$ cat src/rtl/tone_dial_sequencer_core_defines.svh
// ----------------------------------------------------------------------------
// Tone dial sequencer assertion macros
// Shared concurrent assertion forms for the sequencer RTL.
// ----------------------------------------------------------------------------
`ifndef TONE_DIAL_SEQUENCER_CORE_DEFINES_SVH
`define TONE_DIAL_SEQUENCER_CORE_DEFINES_SVH

// same-cycle implication, disabled while reset is asserted
`define TDS_ASSERT_NOW(label, clk, rstn, ante, cons, msg) \
    label: assert property (@(posedge clk) disable iff (!(rstn)) (ante) |-> (cons)) \
        else $error(msg);

// next-cycle implication, disabled while reset is asserted
`define TDS_ASSERT_NEXT(label, clk, rstn, ante, cons, msg) \
    label: assert property (@(posedge clk) disable iff (!(rstn)) (ante) |=> (cons)) \
        else $error(msg);

`endif

$ cat src/rtl/tds_pkg.sv
// ----------------------------------------------------------------------------
// Tone dial sequencer package
// Field widths, opcodes, phase and status codes, controller command type.
// ----------------------------------------------------------------------------
package tds_pkg;

    // field widths
    localparam int OP_W    = 2;
    localparam int CHAR_W  = 8;
    localparam int TICK_W  = 16;
    localparam int STAT_W  = 2;
    localparam int PHASE_W = 2;
    localparam int CFG_A_W = 1;

    // input opcodes
    localparam logic [OP_W-1:0] OP_TICK   = 2'd0;
    localparam logic [OP_W-1:0] OP_APPEND = 2'd1;
    localparam logic [OP_W-1:0] OP_START  = 2'd2;

    // sequencer phases
    localparam logic [PHASE_W-1:0] PH_IDLE  = 2'd0;
    localparam logic [PHASE_W-1:0] PH_SPACE = 2'd1;
    localparam logic [PHASE_W-1:0] PH_MARK  = 2'd2;

    // result status
    localparam logic [STAT_W-1:0] ST_OK   = 2'd0;
    localparam logic [STAT_W-1:0] ST_BUSY = 2'd1;
    localparam logic [STAT_W-1:0] ST_LEN  = 2'd2;

    // register indexes
    localparam logic [CFG_A_W-1:0] CFG_SPACE = 1'b0;
    localparam logic [CFG_A_W-1:0] CFG_MARK  = 1'b1;

    // register reset values and the tick saturation value
    localparam logic [TICK_W-1:0] SPACE_RST = 16'd100;
    localparam logic [TICK_W-1:0] MARK_RST  = 16'd200;
    localparam logic [TICK_W-1:0] TICK_SAT  = 16'hFFFF;

    // controller to datapath commands
    typedef struct packed {
        logic step;   // apply the accepted word to the sequencer state
        logic latch;  // capture the result word
    } tds_cmd_t;

endpackage

$ cat src/rtl/tone_dial_sequencer_core.sv
// Tone dial sequencer core.
// Input words (s_ channel) carry an opcode in s_tuser: tick, append code or
// start dialing; s_tdata carries the code character for appends. Every
// accepted word yields exactly one result word on the m_ channel: whether
// the tone output changed, tone on/off, the code being played, idle flag
// and a status (accepted, busy, bad length).
// Timing: an accepted word steps the sequencer state and the registered
// code store read; the result is latched in S_READ and offered on m_tvalid
// in S_SEND. One word is handled at a time: s_tready stays low until the
// result is taken, and a stalled m_tready holds it. The config port (cfg_we,
// cfg_addr, cfg_wdata) writes space_ticks (index 0) and mark_ticks (index 1);
// the user must write them only while the block is idle; no check enforces it.
// Reset (aresetn low, synchronous) returns the sequencer to idle with no
// codes loaded, space_ticks to 100 and mark_ticks to 200; the code store
// contents are not cleared and need no clearing pass.
// ----------------------------------------------------------------------------
// Tone dial sequencer top level
// Joins the handshake controller and the sequencer datapath.
// ----------------------------------------------------------------------------
module tone_dial_sequencer_core
    import tds_pkg::*;
#(
    parameter int MAX_CODES = 32
) (
    input  logic                aclk,
    input  logic                aresetn,
    input  logic                cfg_we,
    input  logic [CFG_A_W-1:0]  cfg_addr,
    input  logic [TICK_W-1:0]   cfg_wdata,
    input  logic                s_tvalid,
    output logic                s_tready,
    input  logic [7:0]          s_tdata,   // [7:0] code_char
    input  logic [1:0]          s_tuser,   // [1:0] opcode
    output logic                m_tvalid,
    input  logic                m_tready,
    output logic [15:0]         m_tdata    // [0] drive_change, [1] tone_on,
                                           // [9:2] tone_code, [10] idle_now,
                                           // [12:11] status, [15:13] zero
);

    tds_cmd_t          cmd;
    logic              drive_change, tone_on, idle_now;
    logic [CHAR_W-1:0] tone_code;
    logic [STAT_W-1:0] status;

    tds_ctrl u_ctrl (
        .aclk     (aclk),
        .aresetn  (aresetn),
        .s_tvalid (s_tvalid),
        .s_tready (s_tready),
        .m_tvalid (m_tvalid),
        .m_tready (m_tready),
        .cmd      (cmd)
    );

    tds_datapath #(
        .MAX_CODES (MAX_CODES)
    ) u_datapath (
        .aclk         (aclk),
        .aresetn      (aresetn),
        .cfg_we       (cfg_we),
        .cfg_addr     (cfg_addr),
        .cfg_wdata    (cfg_wdata),
        .opcode       (s_tuser),
        .code_char    (s_tdata),
        .cmd          (cmd),
        .drive_change (drive_change),
        .tone_on      (tone_on),
        .tone_code    (tone_code),
        .idle_now     (idle_now),
        .status       (status)
    );

    assign m_tdata = {3'b000, status, idle_now, tone_code, tone_on, drive_change};

endmodule

$ cat src/rtl/tds_datapath.sv
// ----------------------------------------------------------------------------
// Tone dial sequencer datapath
// Config registers, sequencer state, code store and the result register.
// ----------------------------------------------------------------------------
module tds_datapath
    import tds_pkg::*;
#(
    parameter int MAX_CODES = 32
) (
    input  logic                 aclk,
    input  logic                 aresetn,
    input  logic                 cfg_we,
    input  logic [CFG_A_W-1:0]   cfg_addr,
    input  logic [TICK_W-1:0]    cfg_wdata,
    input  logic [OP_W-1:0]      opcode,
    input  logic [CHAR_W-1:0]    code_char,
    input  tds_cmd_t             cmd,
    output logic                 drive_change,
    output logic                 tone_on,
    output logic [CHAR_W-1:0]    tone_code,
    output logic                 idle_now,
    output logic [STAT_W-1:0]    status
);

    localparam int IDX_W = $clog2(MAX_CODES);
    localparam int CNT_W = $clog2(MAX_CODES + 1);
    localparam logic [CNT_W-1:0] CNT_MAX = CNT_W'(MAX_CODES);

    logic [TICK_W-1:0]  space_reg, mark_reg;
    logic [PHASE_W-1:0] phase_reg, phase_next;
    logic [TICK_W-1:0]  elapsed_reg, elapsed_next, elapsed_inc;
    logic [IDX_W-1:0]   play_reg, play_next, play_inc;
    logic [CNT_W-1:0]   load_reg, load_next;
    logic [IDX_W-1:0]   len_reg, len_next;
    logic               change;
    logic [STAT_W-1:0]  stat;
    logic               mem_we;

    logic [CHAR_W-1:0]  code_mem [MAX_CODES];
    logic [CHAR_W-1:0]  rdata_reg;
    logic               change_reg;
    logic [STAT_W-1:0]  stat_reg;

    logic               drive_change_reg, tone_on_reg, idle_now_reg;
    logic [CHAR_W-1:0]  tone_code_reg;
    logic [STAT_W-1:0]  status_reg;

    // next sequencer state for the word on the input
    always_comb begin
        phase_next   = phase_reg;
        elapsed_next = elapsed_reg;
        play_next    = play_reg;
        load_next    = load_reg;
        len_next     = len_reg;
        change       = 1'b0;
        stat         = ST_OK;
        mem_we       = 1'b0;
        elapsed_inc  = (phase_reg != PH_IDLE && elapsed_reg != TICK_SAT) ?
                       elapsed_reg + TICK_W'(1) : elapsed_reg;
        play_inc     = play_reg + IDX_W'(1);
        case (opcode)
            OP_TICK: begin
                elapsed_next = elapsed_inc;
                case (phase_reg)
                    PH_IDLE: ;
                    PH_SPACE: begin
                        if (elapsed_inc >= space_reg) begin
                            phase_next   = PH_MARK;
                            elapsed_next = '0;
                            change       = 1'b1;
                        end
                    end
                    PH_MARK: begin
                        if (elapsed_inc >= mark_reg) begin
                            change       = 1'b1;
                            play_next    = play_inc;
                            phase_next   = (play_inc >= len_reg) ? PH_IDLE : PH_SPACE;
                            elapsed_next = '0;
                        end
                    end
                    default: begin
                        // stray phase code: drop the tone and go idle
                        change     = 1'b1;
                        phase_next = PH_IDLE;
                    end
                endcase
            end
            OP_APPEND: begin
                if (phase_reg != PH_IDLE) begin
                    stat = ST_BUSY;
                end else if (load_reg < CNT_MAX) begin
                    mem_we    = 1'b1;
                    load_next = load_reg + CNT_W'(1);
                end
            end
            OP_START: begin
                if (phase_reg != PH_IDLE) begin
                    stat = ST_BUSY;
                end else begin
                    if (load_reg == '0 || load_reg >= CNT_MAX) begin
                        stat = ST_LEN;
                    end else begin
                        len_next     = load_reg[IDX_W-1:0];
                        play_next    = '0;
                        elapsed_next = '0;
                        phase_next   = PH_MARK;
                        change       = 1'b1;
                    end
                    load_next = '0;
                end
            end
            default: ;
        endcase
    end

    // config registers and sequencer state
    always_ff @(posedge aclk) begin
        if (!aresetn) begin
            space_reg   <= SPACE_RST;
            mark_reg    <= MARK_RST;
            phase_reg   <= PH_IDLE;
            elapsed_reg <= '0;
            play_reg    <= '0;
            load_reg    <= '0;
            len_reg     <= '0;
        end else begin
            if (cfg_we) begin
                case (cfg_addr)
                    CFG_SPACE: space_reg <= cfg_wdata;
                    CFG_MARK:  mark_reg  <= cfg_wdata;
                    default: ;
                endcase
            end
            if (cmd.step) begin
                phase_reg   <= phase_next;
                elapsed_reg <= elapsed_next;
                play_reg    <= play_next;
                load_reg    <= load_next;
                len_reg     <= len_next;
            end
        end
    end

    // code store: one write port, one registered read at the next play index
    always_ff @(posedge aclk) begin
        if (cmd.step && mem_we) begin
            code_mem[load_reg[IDX_W-1:0]] <= code_char;
        end
        if (cmd.step) begin
            rdata_reg  <= code_mem[play_next];
            change_reg <= change;
            stat_reg   <= stat;
        end
    end

    // result word register
    always_ff @(posedge aclk) begin
        if (cmd.latch) begin
            drive_change_reg <= change_reg;
            tone_on_reg      <= (phase_reg == PH_MARK);
            tone_code_reg    <= (phase_reg == PH_MARK) ? rdata_reg : '0;
            idle_now_reg     <= (phase_reg == PH_IDLE);
            status_reg       <= stat_reg;
        end
    end

    assign drive_change = drive_change_reg;
    assign tone_on      = tone_on_reg;
    assign tone_code    = tone_code_reg;
    assign idle_now     = idle_now_reg;
    assign status       = status_reg;

endmodule

$ cat src/rtl/tds_ctrl.sv
// ----------------------------------------------------------------------------
// Tone dial sequencer controller
// Handshake state machine: accept a word, fetch the code, hold the result.
// ----------------------------------------------------------------------------
`include "tone_dial_sequencer_core_defines.svh"

module tds_ctrl
    import tds_pkg::*;
(
    input  logic     aclk,
    input  logic     aresetn,
    input  logic     s_tvalid,
    output logic     s_tready,
    output logic     m_tvalid,
    input  logic     m_tready,
    output tds_cmd_t cmd
);

    localparam logic [1:0] S_WAIT = 2'd0;
    localparam logic [1:0] S_READ = 2'd1;
    localparam logic [1:0] S_SEND = 2'd2;

    logic [1:0] state_reg, state_next;
    logic       accept;

    assign s_tready = (state_reg == S_WAIT);
    assign m_tvalid = (state_reg == S_SEND);
    assign accept   = s_tvalid && s_tready;

    // commands to the datapath
    always_comb begin
        cmd.step  = accept;
        cmd.latch = (state_reg == S_READ);
    end

    // next state
    always_comb begin
        state_next = state_reg;
        unique case (state_reg)
            S_WAIT: if (accept) begin
                state_next = S_READ;
            end
            S_READ: state_next = S_SEND;
            S_SEND: if (m_tready) begin
                state_next = S_WAIT;
            end
            default: state_next = S_WAIT;
        endcase
    end

    always_ff @(posedge aclk) begin
        if (!aresetn) begin
            state_reg <= S_WAIT;
        end else begin
            state_reg <= state_next;
        end
    end

    // checks
    `TDS_ASSERT_NOW(a_one_side, aclk, aresetn, m_tvalid, !s_tready, "accept while result pending")
    `TDS_ASSERT_NEXT(a_latch_after_step, aclk, aresetn, cmd.step, cmd.latch, "result not latched")
    `TDS_ASSERT_NEXT(a_send_after_latch, aclk, aresetn, cmd.latch, m_tvalid, "result not offered")
    `TDS_ASSERT_NEXT(a_free_after_take, aclk, aresetn, m_tvalid && m_tready, s_tready, "not ready after take")

endmodule
$ cat config.mk
export PLATFORM = sky130hd
export DESIGN_NAME = tone_dial_sequencer_core
export DESIGN_NICKNAME = d
export VERILOG_FILES = /design/src/rtl/tds_pkg.sv /design/src/rtl/tone_dial_sequencer_core.sv /design/src/rtl/tds_datapath.sv /design/src/rtl/tds_ctrl.sv
export VERILOG_INCLUDE_DIRS = /design/src /design/src/rtl
export SDC_FILE = /design/constraint.sdc
export NUM_CORES = 1
export LEC_CHECK = 0
export ABC_AREA = 1
export BUFFER_PORTS_ARGS = -buffer_cell sky130_fd_sc_hd__buf_2
export CAP_MARGIN = 10
export CORE_MARGIN = 2
export CORE_UTILIZATION = 60
export DETAILED_ROUTE_END_ITERATION = 12
export GPL_ROUTABILITY_DRIVEN = 0
export GPL_TIMING_DRIVEN = 0
export PLACE_DENSITY_LB_ADDON = 0.15
export SLEW_MARGIN = 20
export SYNTH_ARGS = -nofsm -noshare
export SYNTH_HDL_FRONTEND = slang
export SYNTH_SLANG_ARGS = --single-unit
$ cat constraint.sdc
create_clock -name aclk -period 4.5 [get_ports aclk]
set_clock_uncertainty 0.1 [all_clocks]
set_input_delay 0 -clock aclk [delete_from_list [all_inputs] [get_ports aclk]]
set_output_delay 0 -clock aclk [all_outputs]
set_load 0.01 [all_outputs]
Word level (Yosys, flattened, before mapping)
Memories as Yosys holds them, arrays and structs flattened. A register that Yosys moved wholly into a read port is not among the register bits.
Index checks and enable logic that the tools add are counted.
{"block": "totals", "reg_bits": 84, "mem_bits_rw": 256, "input_bits": 32, "output_inout_bits": 18, "elab_cells": 102, "mem_count": 1}
{"block": "op_classes", "add_sub_neg": 3, "n_lt_le_gt_ge": 5, "eq_ne": 16, "n_mux": 41, "bitwise": 3, "reduce_logical": 18}
{"name": "u_datapath.code_mem", "depth": 32, "word_bits": 8, "read_ports": 1, "rd_ports_with_merged_regs": 1, "wr": 1, "line_no": "tds_datapath.sv:39", "source": "logic [CHAR_W-1:0] code_mem [MAX_CODES];"}
{"operator": "$mux 16", "n": 5}
{"operator": "$pmux 16 s2", "n": 2}
{"operator": "$ge 16x16->1", "n": 2}
{"operator": "$mux 5", "n": 4}
{"operator": "$mux 6", "n": 3}
{"operator": "$add 16x1->16 const B", "n": 1}
{"operator": "$mux 2", "n": 8}
{"operator": "$ne 16x16->1 const B", "n": 1}
{"operator": "$pmux 2 s3", "n": 2}
{"operator": "$pmux 6 s2", "n": 1}
{"operator": "$mux 1", "n": 11}
{"operator": "$ne 2x2->1 const B", "n": 5}
{"operator": "$pmux 5 s2", "n": 1}
{"operator": "$pmux 2 s2", "n": 2}
{"operator": "$reduce_and 4->1", "n": 2}
{"operator": "$reduce_and 7->1", "n": 1}
{"operator": "$add 6x1->6 const B", "n": 1}
{"operator": "$eq 2x1->1 const B", "n": 3}
{"operator": "$eq 2x2->1 const B", "n": 3}
{"operator": "$ge 6x6->1 const B", "n": 1}
{"operator": "$logic_not 2->1", "n": 3}
{"operator": "$logic_not 6->1", "n": 1}
{"operator": "$lt 6x6->1 const B", "n": 1}
{"operator": "$ne 3x2->1 const B", "n": 2}
{"operator": "11 further kinds", "n": 20}

Longest topological paths before layout
{"block": "depth", "ltp_word": 7, "ltp_mapped": 34}

Hierarchy
From an unflattened synthesis, not the netlist that was laid out.
{"block": "unflattened", "cells_unflattened": 1678, "hier_area_um2": 16369.4}
{"mod": "tds_datapath", "n_inst": 1, "cells_each": 1654, "area_each_um2": 16208.0, "seq_area_each_um2": 9729.3}
{"mod": "tds_ctrl", "n_inst": 1, "cells_each": 17, "area_each_um2": 112.6, "seq_area_each_um2": 40.0}
{"mod": "tone_dial_sequencer_core", "n_inst": 1, "cells_each": 7, "area_each_um2": 48.8, "seq_area_each_um2": 0.0}

Worst setup path after synthesis
No wires, ideal clock.
{"block": "synth_path", "kind": "register -> register", "from": "reg u_datapath.elapsed_reg[0]", "to": "reg u_datapath.rdata_reg[6], read port of u_datapath.code_mem (data pin)", "setup_time_ns": 0.254, "arrival_ns": 3.561, "t_required_ns": 4.146, "path_slack_ns": 0.586, "path_stages_with_launch": 31, "n_path_buf": 2, "path_cell_list": "dfxtp_1 > ha_1 > nand4_1 > nor2_1 > nand4_1 > nand2_1 > nor2_4 > inv_1 > nor4_1 > nand2_1 > xor2_1 > inv_1 > ha_1 > a21oi_1 > o21ai_0 > a21oi_1 > nand2_2 > nand2_4 > inv_2 > nor2_1 > nor2_2 > nor2_4 > inv_2 > buf_4 > buf_4 > nand3_1 > nand3_1 > nand3_1 > nand2_1 > nand2_1 > nand2_1"}
{"block": "synth_via", "elab_chain_len": 7, "elab_cells_between_ends": 8, "classes_between": "1 x add/sub; 1 x order compare; 1 x eq/ne; 4 x mux; 1 x reduce/logical"}
{"item": "start: declaration", "line_no": "tds_datapath.sv:31", "source": "logic [TICK_W-1:0] elapsed_reg, elapsed_next, elapsed_inc;"}
{"item": "start signal: assignment", "line_no": "tds_datapath.sv:136", "source": "elapsed_reg <= elapsed_next;"}
{"item": "branches (longest 2 deep; another with $add 16x1->16)"}
{"item": "$mux 16 (*)", "line_no": "tds_datapath.sv:58", "source": "elapsed_inc = (phase_reg != PH_IDLE && elapsed_reg != TICK_SAT) ?"}
{"item": "$ge 16x16->1 (*)", "line_no": "tds_datapath.sv:74", "source": "if (elapsed_inc >= mark_reg) begin"}
{"item": "$mux 5 (*)", "line_no": "tds_datapath.sv:74"}
{"item": "$mux 5 (*)", "line_no": "tds_datapath.sv:64", "source": "case (phase_reg)"}
{"item": "$pmux 5 s2 (*)", "line_no": "tds_datapath.sv:61", "source": "case (opcode)"}
{"item": "end: declaration", "line_no": "tds_datapath.sv:40", "source": "logic [CHAR_W-1:0] rdata_reg;"}
Mark *: on every way between the ends.
A chain may end at the register's enable or synchronous reset.

Worst setup path after layout
{"block": "layout_path", "from": "reg u_datapath.elapsed_reg[0]", "to": "reg u_datapath.rdata_reg[7], read port of u_datapath.code_mem (data pin)"}
Same word-level chain as after synthesis.

==> run metrics <==
Place WS -0.664 ns; commonest cells in the netlist 390 x nand2_1, 287 x nand3_1, 280 x edfxtp_1; Clock power frac between 30% and 40%; cell with the most instances after synthesis nand2_1; Layout area overhead 18.9%; Post-synth EDFFs 280; RSZ-0062 raised after global routing true; WHS Endpoint u_datapath.code_mem[8][1]; Int Pwr 5.72 mW; DRC Markers 0; post-synth top area share 51.4%; kind of critical path reg2reg; wire length per cell approximately 19 um; Final Routed Wirelength roughly 42,000 um; gr ovfl total 0; die height 169 um; initial antenna violation count 0; Final Slew Violations 0; crit path capture type flip-flop; DIE AREA 28,600 um2; async set-or-reset flop fraction in the synthesized netlist 0%; #FFs+latches synth 348; post-route cell area 19,400 um2; Critical Path Fanout Max 8; Nets 1,914; leakage 8.23 nW; Fin. Hold Viols 0; Mean Syn Cell Area 9.66 um2; Fill cells 1,914; DP HPWL 27,400 um; Worst R2R Start u_datapath.elapsed_reg[0]; Synthesis Warnings 0; hold_ws 0.0190 ns; Cell Pwr Density 396 nW/um2; CP Launch Type flip-flop; min cycle time layout 4.48 ns; top cells by area, synth edfxtp_1 51%, nand2_1 8.9%, nand3_1 8.8%; largest net degree at the start of global routing 33; Total GRT Usage 29.2%; row cnt 60; post-synth top area cell edfxtp_1; crit path DAT 4.64 ns; Worst Path Required ~4.7 ns; Largest register FFs 256; Sw Share 25.8%; f_max around 220 MHz; final setup fails 0; vias in the first global route 11,992; Pre-antenna DRT Iters 7; hold path start s_tdata[1]; Cell Area, Placed 17,000 um2; Cell variety after synth 39; Root Buffer clkbuf_16; combinational share of power between 10% and 20%; Seq pwr share 46.1%; outcome finished, final reports clean; Clk Latency, worst-skew pair 0.53 ns; crit share post-route 99.5%; Placeable Area between 20,000 and 30,000 um2; max incr delay on CP 0.36 ns; multi-input logic area 5620 um2; Worst-Margin Slew slightly above 0.9 ns; Cells after Synth 1,694; vias 12,609; Worst-path clk slew 0.06 ns; Clock H-tree levels 2; Main synth FF type edfxtp_1; DR vias/cell between 5 and 6; Mapped Area 16,400 um2; final antenna-violating net count 0; Max clock buf depth 3; Max IR drop VDD around 0.33 mV; layout cells sized above 1 16.2%; TritonCTS clock tree built; Starting Density between 60% and 70%; total CTS buffers 38; first-pass GRT wire length 64,100 um; io pins 50; chip width between 150 and 200 um; reg2reg setup slack 0.02 ns; Max Cap Violations 0; sequential area share after synthesis 59.7%; Hold Path Cell Cnt 1; 1st-iter DRT viols 1,585; Min-Delay Path Class in2reg; final worst setup slack 0.0233 ns; Port Buf Inserts 45; Antenna Cells 0; worst-case reg-to-reg path depth 30; Psw approximately 2.0 mW; Clock Sinks between 300 and 400; Reg area 9780 um2; r2r endpoint u_datapath.rdata_reg[7]; CP max-delay cell dfxtp_4; Relative slew margins 38.4%
through the flow:
stage / TNS, ns / std cells / util (%) / power (mW)
after floorplan: 0 / 1696 / - / 4.19
after global placement: -3.57 / 2082 / 63.3 / 4.49
after detailed placement: -4.61 / 2082 / 63.3 / 4.51
after CTS: 0 / 2187 / 69.6 / 7.56
after global routing: -1.39 / 2197 / 72.3 / 7.94
final: 0 / 2197 / 72.3 / 7.70
layout by cell type (no fill, tap or decap), types with 43 or more instances in the layout:
cell,Yosys,layout
a21oi_1,72,69
inv_1,239,232
nand3_2,0,50
buf_2,15,49
ha_1,50,46
nand2_1,390,359
edfxtp_1,280,280
clkbuf_16,0,43
nand3_1,287,237
nor2_1,65,63
dfxtp_1,68,60
o21ai_0,46,44
cell type report:
| cell class | instances | share of cell area, % |
|---|---|---|
| multi-input combinational | 1016 | 28.9 |
| inverter | 247 | 4.79 |
| timing repair buffer | 95 | 4.00 |
| clock inverter | 16 | 1.06 |
| buffer | 86 | 3.59 |
| sequential | 348 | 50.3 |
| tap | 341 | 2.19 |
| clock buffer | 48 | 5.14 |
worst max-delay path: cells and delay by family (launching register included):
family / cells / cell delay (ns)
and+or+nand+nor: 20 / 2.20
DFF: 1 / 0.36
buffers and inverters: 4 / 0.53
xor gates and xnor gates: 1 / 0.16
adders and majority gates: 2 / 0.41
AOI/OAI and AO/OA: 3 / 0.42
worst max path at each step:
stage	endpoint	start	depth (start not counted)
final	u_datapath.rdata_reg[7]	u_datapath.elapsed_reg[0]	30
after global routing	u_datapath.rdata_reg[7]	u_datapath.elapsed_reg[0]	30
after CTS	u_datapath.rdata_reg[2]	u_datapath.elapsed_reg[1]	28
after detailed placement	u_datapath.rdata_reg[5]	u_datapath.phase_reg[0]	26
after global placement	u_datapath.rdata_reg[5]	u_datapath.elapsed_reg[0]	27
after floorplan	u_datapath.rdata_reg[6]	u_datapath.elapsed_reg[0]	30
logic make-up after synthesis:
family / share of synthesized area [%]
buffers and inverters: 8.95
XOR/XNOR: 0.910
flip-flops: 59.7
adder cells (fa/ha/maj): 3.82
AO/OA/AOI/OAI: 4.61
AND/OR/NAND/NOR: 22.0
other: 0.0229
metal layers:
metal,part of all wire (%),global-route usage [%]
met2,47,47.1
met3,9.4,5.42
met1,41,40.4
met4,2.8,9.74
met5,0,0
what timing repair did:
action,4_1_cts,5_1_grt
resized for setup,27,154
hold endpoints to repair,173,0
hold buffers,36,0
buffers inserted,5,4
endpoints found under the setup margin,12,13
cloned,0,6
pin swaps,5,40
power groups by stage:
stage | clock network, mW | logic [mW] | registers [mW]
2_1_floorplan | 0 | 0.575 | 3.62
3_3_place_gp | 0 | 0.870 | 3.62
3_5_place_dp | 0 | 0.892 | 3.62
4_1_cts | 3.07 | 0.939 | 3.55
5_1_grt | 3.20 | 1.18 | 3.56
6_report | 3.05 | 1.10 | 3.55
Power figures use the tool's default switching activity.
